<file path="config.mk">
export PLATFORM = sky130hd
export DESIGN_NAME = five_channel_led_fader
export DESIGN_NICKNAME = d
export VERILOG_FILES = /design/src/design/fcf_pkg.sv /design/src/design/five_channel_led_fader.sv /design/src/design/fcf_lane.sv /design/src/design/fcf_ctrl.sv /design/src/design/fcf_merge.sv
export VERILOG_INCLUDE_DIRS = /design/src /design/src/design
export SDC_FILE = /design/constraint.sdc
export NUM_CORES = 1
export LEC_CHECK = 0
export BUFFER_PORTS_ARGS = -buffer_cell sky130_fd_sc_hd__buf_4
export CORE_ASPECT_RATIO = 1.75
export CORE_MARGIN = 5
export CORE_UTILIZATION = 30
export CTS_BUF_LIST = sky130_fd_sc_hd__clkbuf_8 sky130_fd_sc_hd__clkbuf_16
export CTS_CLUSTER_DIAMETER = 30
export DETAILED_ROUTE_END_ITERATION = 10
export GPL_TIMING_DRIVEN = 1
export RECOVER_POWER = 50
export REMOVE_ABC_BUFFERS = 1
export SYNTH_ARGS = -nofsm -noshare
export SYNTH_HDL_FRONTEND = slang
export SYNTH_SLANG_ARGS = --single-unit
</file>
<file path="constraint.sdc">
create_clock -name clk -period 6.6 [get_ports clk]
set_input_delay 0.66 -clock clk [delete_from_list [all_inputs] [get_ports clk]]
set_output_delay 0.66 -clock clk [all_outputs]
set_load 0.01 [all_outputs]
</file>
<file path="src/design/five_channel_led_fader_assert.svh">
// Assertion macros for the fader RTL.
`ifndef FIVE_CHANNEL_LED_FADER_ASSERT_SVH
`define FIVE_CHANNEL_LED_FADER_ASSERT_SVH

// Same-cycle implication, sampled on clk, off during reset.
`define FCF_ASSERT_NOW(label, ante, cons, msg) \
    label: assert property (@(posedge clk) disable iff (!rst_n) (ante) |-> (cons)) \
        else $error(msg);

// Next-cycle implication, sampled on clk, off during reset.
`define FCF_ASSERT_NEXT(label, ante, cons, msg) \
    label: assert property (@(posedge clk) disable iff (!rst_n) (ante) |=> (cons)) \
        else $error(msg);

`endif

</file>
<file path="src/design/fcf_pkg.sv">
// Shared types and constants for the five channel LED fader.
package fcf_pkg;

    localparam int NUM_LANES      = 5;
    localparam int COLOR_W        = 8;
    localparam int BRIGHT_W       = 9;
    localparam int DUR_W          = 16;
    localparam int FADE_STEPS_DEF = 256;
    localparam int ROUND_HALF     = 128;
    localparam int TICK_SCALE     = 255;

    typedef logic [COLOR_W-1:0]  color_t;
    typedef logic [BRIGHT_W-1:0] bright_t;
    typedef logic [DUR_W-1:0]    dur_t;

    typedef enum logic [1:0] {
        OP_SET  = 2'd0,
        OP_FADE = 2'd1,
        OP_TICK = 2'd2
    } op_t;

    // Per-item commands broadcast to every lane.
    typedef struct packed {
        logic load_goal;
        logic load_now;
        logic step;
    } lane_cmd_t;

    // Fade clock status seen by the top level.
    typedef struct packed {
        logic busy;
        logic len_zero;
    } ctrl_stat_t;

endpackage

</file>
<file path="src/design/five_channel_led_fader.sv">
// Top level of the five channel LED fader: lanes, fade clock and output register.
//
// Five color lanes (red, green, blue, white, yellow) run side by side, each scaling
// its requested color by brightness/256 with round half up (saturating at 255 for
// brightness above full) and holding its own level and target. A shared fade clock
// decodes the op: set loads levels at once, fade latches targets and the duration,
// and each tick advances the clock so that whenever elapsed_ms * 255 reaches the
// duration every lane moves one unit toward its target, never past it, for
// FADE_STEPS steps. A zero duration jumps straight to the target, and any new set
// or fade cancels a running fade. Every accepted item yields exactly one result
// item: the five duty levels and the fading flag after that item. Throughput is one
// item per clock cycle while the consumer keeps up: all state moves in the accepting
// cycle (one 8x9 multiply per lane and one 24-bit compare in the fade clock), and
// the result lands in an output register. in_ready is high whenever that register
// is empty or its item is taken in the same cycle, so a stalled consumer holds the
// result while the input side waits only one item deep.
module five_channel_led_fader
    import fcf_pkg::*;
#(
    parameter int FADE_STEPS = FADE_STEPS_DEF
)
(
    input  logic       clk,
    input  logic       rst_n,
    input  logic       in_valid,
    output logic       in_ready,
    input  logic [1:0] op,
    input  logic [7:0] red_in,
    input  logic [7:0] green_in,
    input  logic [7:0] blue_in,
    input  logic [7:0] white_in,
    input  logic [7:0] yellow_in,
    input  logic [8:0] brightness,
    input  logic [15:0] duration_ms,
    output logic       out_valid,
    input  logic       out_ready,
    output logic [7:0] red_duty,
    output logic [7:0] green_duty,
    output logic [7:0] blue_duty,
    output logic [7:0] white_duty,
    output logic [7:0] yellow_duty,
    output logic       fading
);

    `include "five_channel_led_fader_assert.svh"

    logic       in_fire;
    lane_cmd_t  cmd;
    logic       busy_next;
    ctrl_stat_t stat;
    color_t     color_in   [NUM_LANES];
    color_t     lane_level [NUM_LANES];
    color_t     duty       [NUM_LANES];

    assign in_fire = in_valid && in_ready;

    // Lane order: red, green, blue, white, yellow.
    assign color_in[0] = red_in;
    assign color_in[1] = green_in;
    assign color_in[2] = blue_in;
    assign color_in[3] = white_in;
    assign color_in[4] = yellow_in;

    assign red_duty    = duty[0];
    assign green_duty  = duty[1];
    assign blue_duty   = duty[2];
    assign white_duty  = duty[3];
    assign yellow_duty = duty[4];

    // Decode the op and run the fade clock.
    fcf_ctrl #(
        .FADE_STEPS (FADE_STEPS)
    ) u_ctrl (
        .clk         (clk),
        .rst_n       (rst_n),
        .in_fire     (in_fire),
        .op          (op),
        .duration_ms (duration_ms),
        .cmd         (cmd),
        .busy_next   (busy_next),
        .stat        (stat)
    );

    // One lane per color, all driven by the same command.
    for (genvar i = 0; i < NUM_LANES; i++)
    begin : g_lane
        fcf_lane u_lane (
            .clk        (clk),
            .rst_n      (rst_n),
            .color_in   (color_in[i]),
            .brightness (brightness),
            .cmd        (cmd),
            .level_next (lane_level[i])
        );
    end

    // Merge lane levels and the fade flag into the held result item.
    fcf_merge u_merge (
        .clk        (clk),
        .rst_n      (rst_n),
        .in_fire    (in_fire),
        .lane_level (lane_level),
        .busy_next  (busy_next),
        .out_ready  (out_ready),
        .out_valid  (out_valid),
        .in_ready   (in_ready),
        .duty       (duty),
        .fading     (fading)
    );

    // An accepted item always shows up as a held result next cycle.
    `FCF_ASSERT_NEXT(a_item_to_result, in_fire, out_valid, "accepted item produced no result")

    // A running fade always has a nonzero duration latched.
    `FCF_ASSERT_NOW(a_busy_len, stat.busy, !stat.len_zero, "fade running with zero duration")

    // A tick while idle must not step any lane.
    `FCF_ASSERT_NOW(a_idle_tick, in_fire && (op == OP_TICK) && !stat.busy, !cmd.step,
        "step issued while no fade is running")

endmodule

</file>
<file path="src/design/fcf_lane.sv">
// One color lane: brightness scaling, target and level registers, one-unit step.
module fcf_lane
    import fcf_pkg::*;
(
    input  logic      clk,
    input  logic      rst_n,
    input  color_t    color_in,
    input  bright_t   brightness,
    input  lane_cmd_t cmd,
    output color_t    level_next
);

    localparam int PROD_W = COLOR_W + BRIGHT_W;

    color_t level_reg;
    color_t goal_reg;
    color_t goal_next;
    color_t scaled;

    logic [PROD_W-1:0]  prod;
    logic [BRIGHT_W-1:0] rounded;

    // Round half up, saturate when brightness exceeds full scale.
    always_comb
    begin
        prod    = PROD_W'(color_in) * PROD_W'(brightness) + PROD_W'(ROUND_HALF);
        rounded = prod[PROD_W-1:COLOR_W];
        scaled  = rounded[BRIGHT_W-1] ? '1 : rounded[COLOR_W-1:0];
    end

    always_comb
    begin
        goal_next  = cmd.load_goal ? scaled : goal_reg;
        level_next = level_reg;
        if (cmd.load_now)
        begin
            level_next = scaled;
        end
        else if (cmd.step)
        begin
            if (level_reg < goal_reg)
            begin
                level_next = level_reg + 1'b1;
            end
            else if (level_reg > goal_reg)
            begin
                level_next = level_reg - 1'b1;
            end
        end
    end

    always_ff @(posedge clk or negedge rst_n)
    begin
        if (!rst_n)
        begin
            level_reg <= '0;
            goal_reg  <= '0;
        end
        else
        begin
            level_reg <= level_next;
            goal_reg  <= goal_next;
        end
    end

endmodule

</file>
<file path="src/design/fcf_ctrl.sv">
// Fade clock: op decode, elapsed time, step count and busy flag.
module fcf_ctrl
    import fcf_pkg::*;
#(
    parameter int FADE_STEPS = FADE_STEPS_DEF
)
(
    input  logic       clk,
    input  logic       rst_n,
    input  logic       in_fire,
    input  logic [1:0] op,
    input  dur_t       duration_ms,
    output lane_cmd_t  cmd,
    output logic       busy_next,
    output ctrl_stat_t stat
);

    localparam int STEP_W = $clog2(FADE_STEPS + 1);
    localparam int PROD_W = DUR_W + COLOR_W;

    op_t               op_code;
    logic              busy_reg;
    dur_t              elapsed_reg;
    dur_t              elapsed_next;
    dur_t              len_reg;
    dur_t              len_next;
    logic [STEP_W-1:0] steps_reg;
    logic [STEP_W-1:0] steps_next;
    logic [STEP_W-1:0] steps_inc;
    dur_t              elapsed_inc;
    logic [PROD_W-1:0] scaled_ms;

    assign op_code = op_t'(op);
    assign stat    = '{busy: busy_reg, len_zero: (len_reg == '0)};

    always_comb
    begin
        elapsed_inc = (elapsed_reg == '1) ? elapsed_reg : elapsed_reg + 1'b1;
        // elapsed * 255 as a shift and subtract
        scaled_ms   = (PROD_W'(elapsed_inc) << COLOR_W) - PROD_W'(elapsed_inc);
        steps_inc   = steps_reg + 1'b1;
    end

    always_comb
    begin
        cmd          = '0;
        busy_next    = busy_reg;
        elapsed_next = elapsed_reg;
        len_next     = len_reg;
        steps_next   = steps_reg;
        if (in_fire)
        begin
            unique case (op_code)
                OP_SET:
                begin
                    cmd.load_goal = 1'b1;
                    cmd.load_now  = 1'b1;
                    busy_next     = 1'b0;
                    steps_next    = '0;
                    elapsed_next  = '0;
                end
                OP_FADE:
                begin
                    cmd.load_goal = 1'b1;
                    len_next      = duration_ms;
                    steps_next    = '0;
                    elapsed_next  = '0;
                    if (duration_ms == '0)
                    begin
                        cmd.load_now = 1'b1;
                        busy_next    = 1'b0;
                    end
                    else
                    begin
                        busy_next = 1'b1;
                    end
                end
                OP_TICK:
                begin
                    if (busy_reg)
                    begin
                        if (scaled_ms >= PROD_W'(len_reg))
                        begin
                            cmd.step     = 1'b1;
                            elapsed_next = '0;
                            steps_next   = steps_inc;
                            if (steps_inc >= STEP_W'(FADE_STEPS))
                            begin
                                busy_next = 1'b0;
                            end
                        end
                        else
                        begin
                            elapsed_next = elapsed_inc;
                        end
                    end
                end
                default:
                begin
                end
            endcase
        end
    end

    always_ff @(posedge clk or negedge rst_n)
    begin
        if (!rst_n)
        begin
            busy_reg    <= 1'b0;
            elapsed_reg <= '0;
            len_reg     <= '0;
            steps_reg   <= '0;
        end
        else
        begin
            busy_reg    <= busy_next;
            elapsed_reg <= elapsed_next;
            len_reg     <= len_next;
            steps_reg   <= steps_next;
        end
    end

endmodule

</file>
<file path="src/design/fcf_merge.sv">
// Output register: gather the lane levels and fade flag into one result item.
module fcf_merge
    import fcf_pkg::*;
(
    input  logic   clk,
    input  logic   rst_n,
    input  logic   in_fire,
    input  color_t lane_level [NUM_LANES],
    input  logic   busy_next,
    input  logic   out_ready,
    output logic   out_valid,
    output logic   in_ready,
    output color_t duty [NUM_LANES],
    output logic   fading
);

    logic   valid_reg;
    logic   valid_next;
    color_t duty_reg [NUM_LANES];
    logic   fading_reg;

    // Take a new item whenever the held result is absent or leaving.
    assign in_ready   = !valid_reg || out_ready;
    assign valid_next = in_fire ? 1'b1 : (valid_reg && !out_ready);
    assign out_valid  = valid_reg;
    assign duty       = duty_reg;
    assign fading     = fading_reg;

    always_ff @(posedge clk or negedge rst_n)
    begin
        if (!rst_n)
        begin
            valid_reg <= 1'b0;
        end
        else
        begin
            valid_reg <= valid_next;
        end
    end

    always_ff @(posedge clk)
    begin
        if (in_fire)
        begin
            duty_reg   <= lane_level;
            fading_reg <= busy_next;
        end
    end

endmodule
</file>
==> impl_metrics.tcl <==
set metrics [dict create \
    ios 114 \
    drtAntennaViolNets 0 \
    routed_via_density 4.86 \
    clkPwrFrac_pct 15.8 \
    status "finished, violations left" \
    clock_sinks 164 \
    drc 0 \
    cts_tree "yes" \
    p_int_uw 4230 \
    cts.path.max_buffers 3 \
    crit_arrival_ns 6.48 \
    end_kind "register" \
    cpLargestDelayFamily "compound AO/OA/AOI/OAI gates" \
    leakage_uw 0.0114 \
    seq_area_frac_synth_pct 20.8 \
    finalCritPeriodShare_pct 94.1 \
    pwr-share-comb_pct 62.1 \
    antenna_found_initial 0 \
    dieArea_mm2 0.0746 \
    critical_path_class "register to register" \
    r2r_cells 26 \
    cts_buffers 25 \
    first_global_vias 16800 \
    grt-ovfl-total 0 \
    nets 2909 \
    r2r_start "u_ctrl.elapsed_reg[0]" \
    area_growth_pct 12.0 \
    fin_setup_tns_ns 0 \
    skew_ns 0.0271 \
    gp_congestion 0.913 \
    path_buf_inv 3 \
    ys_dominant_reg_cell "dfrtp_1" \
    synth_area_mm2 0.0207 \
    vias 15900 \
    wl_per_cell_um 16.6 \
    cts_resized 0 \
    fmax_ghz 0.161 \
    core_mm2 0.0685 \
    post-cts-setup-buffers 0 \
    drt_first_iter_violations 415 \
    grt_max_degree 65 \
    crit_path_start_kind "register" \
    final_cells 3272 \
    hp-class "primary input to register" \
    clk_latency_ns 0.50 \
    slew_viol_final 170 \
    setup_viol 0 \
    crit_fanout 21 \
    switching_share_pct 44.5 \
    worstPathRequired_ns 6.87 \
    drive_above_1_share_pct 7.81 \
    cts_root_buffer "clkbuf_16" \
    die_y_um 358 \
    clk_pin_slew_ns 0.07 \
    port_buffers 113 \
    min_to "u_merge.out_valid" \
    slew-limit-headroom_pct -139 \
    start_util_pct 30.2 \
    drt_first_pass_iters 5 \
    p_per_area_mw_per_mm2 328 \
    ys_ff_latch 164 \
    yosys_warnings 0 \
    hold_viol_final 0 \
    hp-start "in_valid" \
    cp_slowest_stage_delay_ns 0.45 \
    synth_cells 2274 \
    use_met3_pct 2.03 \
    rows 127 \
    grt_pass1_wl_um 88400 \
    gr-max-usage-layer "met2" \
    fin_crit_ns 6.21 \
    grt_util_met2_pct 27.8 \
    routed_wl_um 54200 \
    fillers 7074 \
    dpl.cell_count 3238 \
    synth_cell_types 73 \
    worstMarginPinSlew_ns 3.59 \
    die_w_um 209 \
    cp_common_cell "ha_1" \
    dp_hpwl_um 43800 \
    p_seq_share_pct 22.1 \
    cp_slowest_cell "dfrtp_1" \
    reg2reg_slack_ns 0.39 \
    ys_async_sr_fraction_pct 75.0 \
    grt_use_total_pct 14.5 \
    timing.max_cap.violations 3 \
    rr_endpoint "u_merge.duty[18]" \
    violations "capacitance limit, slew limit" \
    synth_edf_count 41 \
    rsz0062_at_grt "no" \
    peakVddDrop_mv 0.239 \
    cts_hold_buf 0 \
    p_switching_uw 3390 \
    met1_usage_pct 16.3 \
    syn_avg_cell_area_um2 9.11 \
    holdPathStages 2 \
    cts_htree_levels 4 \
]
-- metrics by stage --
step	setup slack (ns)	instance area [um2]	total power, uW	hold slack (ns)	util, %
floorplan	0.850	20300	5100	0.364	-
global placement	0.408	22600	6480	0.492	33.1
detailed placement	0.283	22600	6510	0.496	33.1
CTS	0.466	23400	7780	0.149	34.1
global route	0.130	23200	8420	0.367	33.9
finish	0.390	23200	7620	0.374	33.9
-- worst reg2reg max path, stage by stage (launching register included) --
cell and delay [ns]:
dfrtp_1 0.45, ha_1 0.34, and4_1 0.26, and4_4 0.26, nand2_1 0.13, a21boi_0 0.43
ha_1 0.28, o2111ai_1 0.17, nor4_1 0.37, nand4_1 0.22, o211ai_2 0.27, a21o_1 0.16
a21oi_1 0.08, xnor2_1 0.14, ha_1 0.29, a21o_1 0.16, a21oi_1 0.19, o2111a_1 0.21
o21ai_0 0.07, a311oi_1 0.30, buf_4 0.19, nand4_4 0.16, buf_12 0.22, nand2_2 0.23
or3_1 0.17, a31oi_1 0.08, buf_4 0.16
-- Yosys cell counts (all sizes together), types with 5 or more instances --
| cell | instances | area, um2 |
|---|---|---|
| ha | 271 | 3390 |
| a2bb2oi | 30 | 263 |
| a21o | 39 | 293 |
| a21oi | 102 | 510 |
| nand2b | 23 | 144 |
| a31oi | 12 | 75.1 |
| a22o | 10 | 87.6 |
| nor2b | 16 | 100 |
| or2 | 6 | 37.5 |
| a211oi | 5 | 37.5 |
| o21a | 6 | 45.0 |
| nand3 | 60 | 300 |
| fa | 205 | 4100 |
| nand4 | 37 | 246 |
| nand2 | 242 | 913 |
| or3 | 5 | 31.3 |
| xor2 | 60 | 526 |
| edfxtp | 41 | 1230 |
| nor2 | 94 | 360 |
| mux2i | 6 | 60.1 |
| clkbuf | 77 | 290 |
| o211ai | 11 | 87.6 |
| buf | 17 | 108 |
| and3 | 26 | 163 |
| o31ai | 13 | 97.6 |
| o21ai | 40 | 211 |
| o21bai | 7 | 52.6 |
| xnor2 | 51 | 447 |
| inv | 335 | 1260 |
| nor3 | 18 | 90.1 |
| mux2 | 17 | 191 |
| dfrtp | 123 | 3080 |
| and2 | 188 | 1180 |
| and4 | 11 | 98.8 |
| nor4 | 12 | 75.1 |
| o22a | 7 | 61.3 |
-- cells in the final DEF, fill, tap and decap left out, drive strengths merged, types with 5 or more instances in the layout --
cell type,n
inv,337
ha,271
nand2,242
fa,205
and2,188
dfrtp,123
buf,113
a21oi,102
nor2,94
clkbuf,68
nand3,60
xor2,60
xnor2,51
edfxtp,41
o21ai,40
a21o,39
nand4,37
a2bb2oi,30
and3,26
nand2b,23
nor3,18
mux2,17
nor2b,16
o31ai,13
a31oi,12
nor4,12
and4,11
o211ai,11
a22o,10
o21bai,7
o22a,7
mux2i,6
or2,6
o21a,6
a211oi,5
or3,5
-- kinds of logic (layout without fill, tap and decap cells) --
kind of cell             Yosys count  in the layout  share of synthesized area [%]
AO/OA/AOI/OAI                    318            318                           10.5
flip-flops                       164            164                           20.8
AND/OR/NAND/NOR                  752            752                           18.6
XOR/XNOR                         111            111                           4.69
adder cells (fa/ha/maj)          477            477                           36.2
multiplexers                      23             23                           1.21
buffers and inverters            429            523                           7.99
other                              0              1                              0
-- power by group through the flow --
stage | Combinational [uW] | Sequential (uW) | Clock [uW]
after floorplan | 3470 | 1630 | 0
after global placement | 4790 | 1700 | 0
after detailed placement | 4820 | 1700 | 0
after CTS | 4860 | 1680 | 1240
after global routing | 5430 | 1730 | 1270
final | 4740 | 1680 | 1200
-- worst max-delay path by stage --
stage	slack (ns)	to	cells past startpoint	from
after global placement	0.41	u_merge.duty[33]	20	brightness[3]
after CTS	0.47	u_merge.duty[25]	25	u_ctrl.elapsed_reg[0]
final	0.39	u_merge.duty[18]	26	u_ctrl.elapsed_reg[0]
after detailed placement	0.28	u_merge.duty[33]	20	brightness[3]
after floorplan	0.85	u_merge.duty[33]	18	red_in[4]
after global routing	0.13	u_merge.duty[25]	25	u_ctrl.elapsed_reg[0]
-- metal layers --
metal	up-vias	wire length [um]
met2	289	29000
li1	7660	-
met3	86	1940
met5	-	0
met4	0	1620
met1	7855	21600
-- final cells by class --
| class | count | area [um2] | share of cell area (%) |
|---|---|---|---|
| repair buffers | 155 | 1020 | 4.40 |
| diodes | 1 | 2.50 | 0.0108 |
| clock buffers | 26 | 639 | 2.76 |
| inverters | 335 | 1260 | 5.42 |
| flip-flops and latches | 164 | 4310 | 18.6 |
| clock inverters | 7 | 83.8 | 0.361 |
| multi-input cells | 1681 | 14800 | 63.6 |
| well taps | 903 | 1130 | 4.87 |
(Power assumes the default switching activity.)
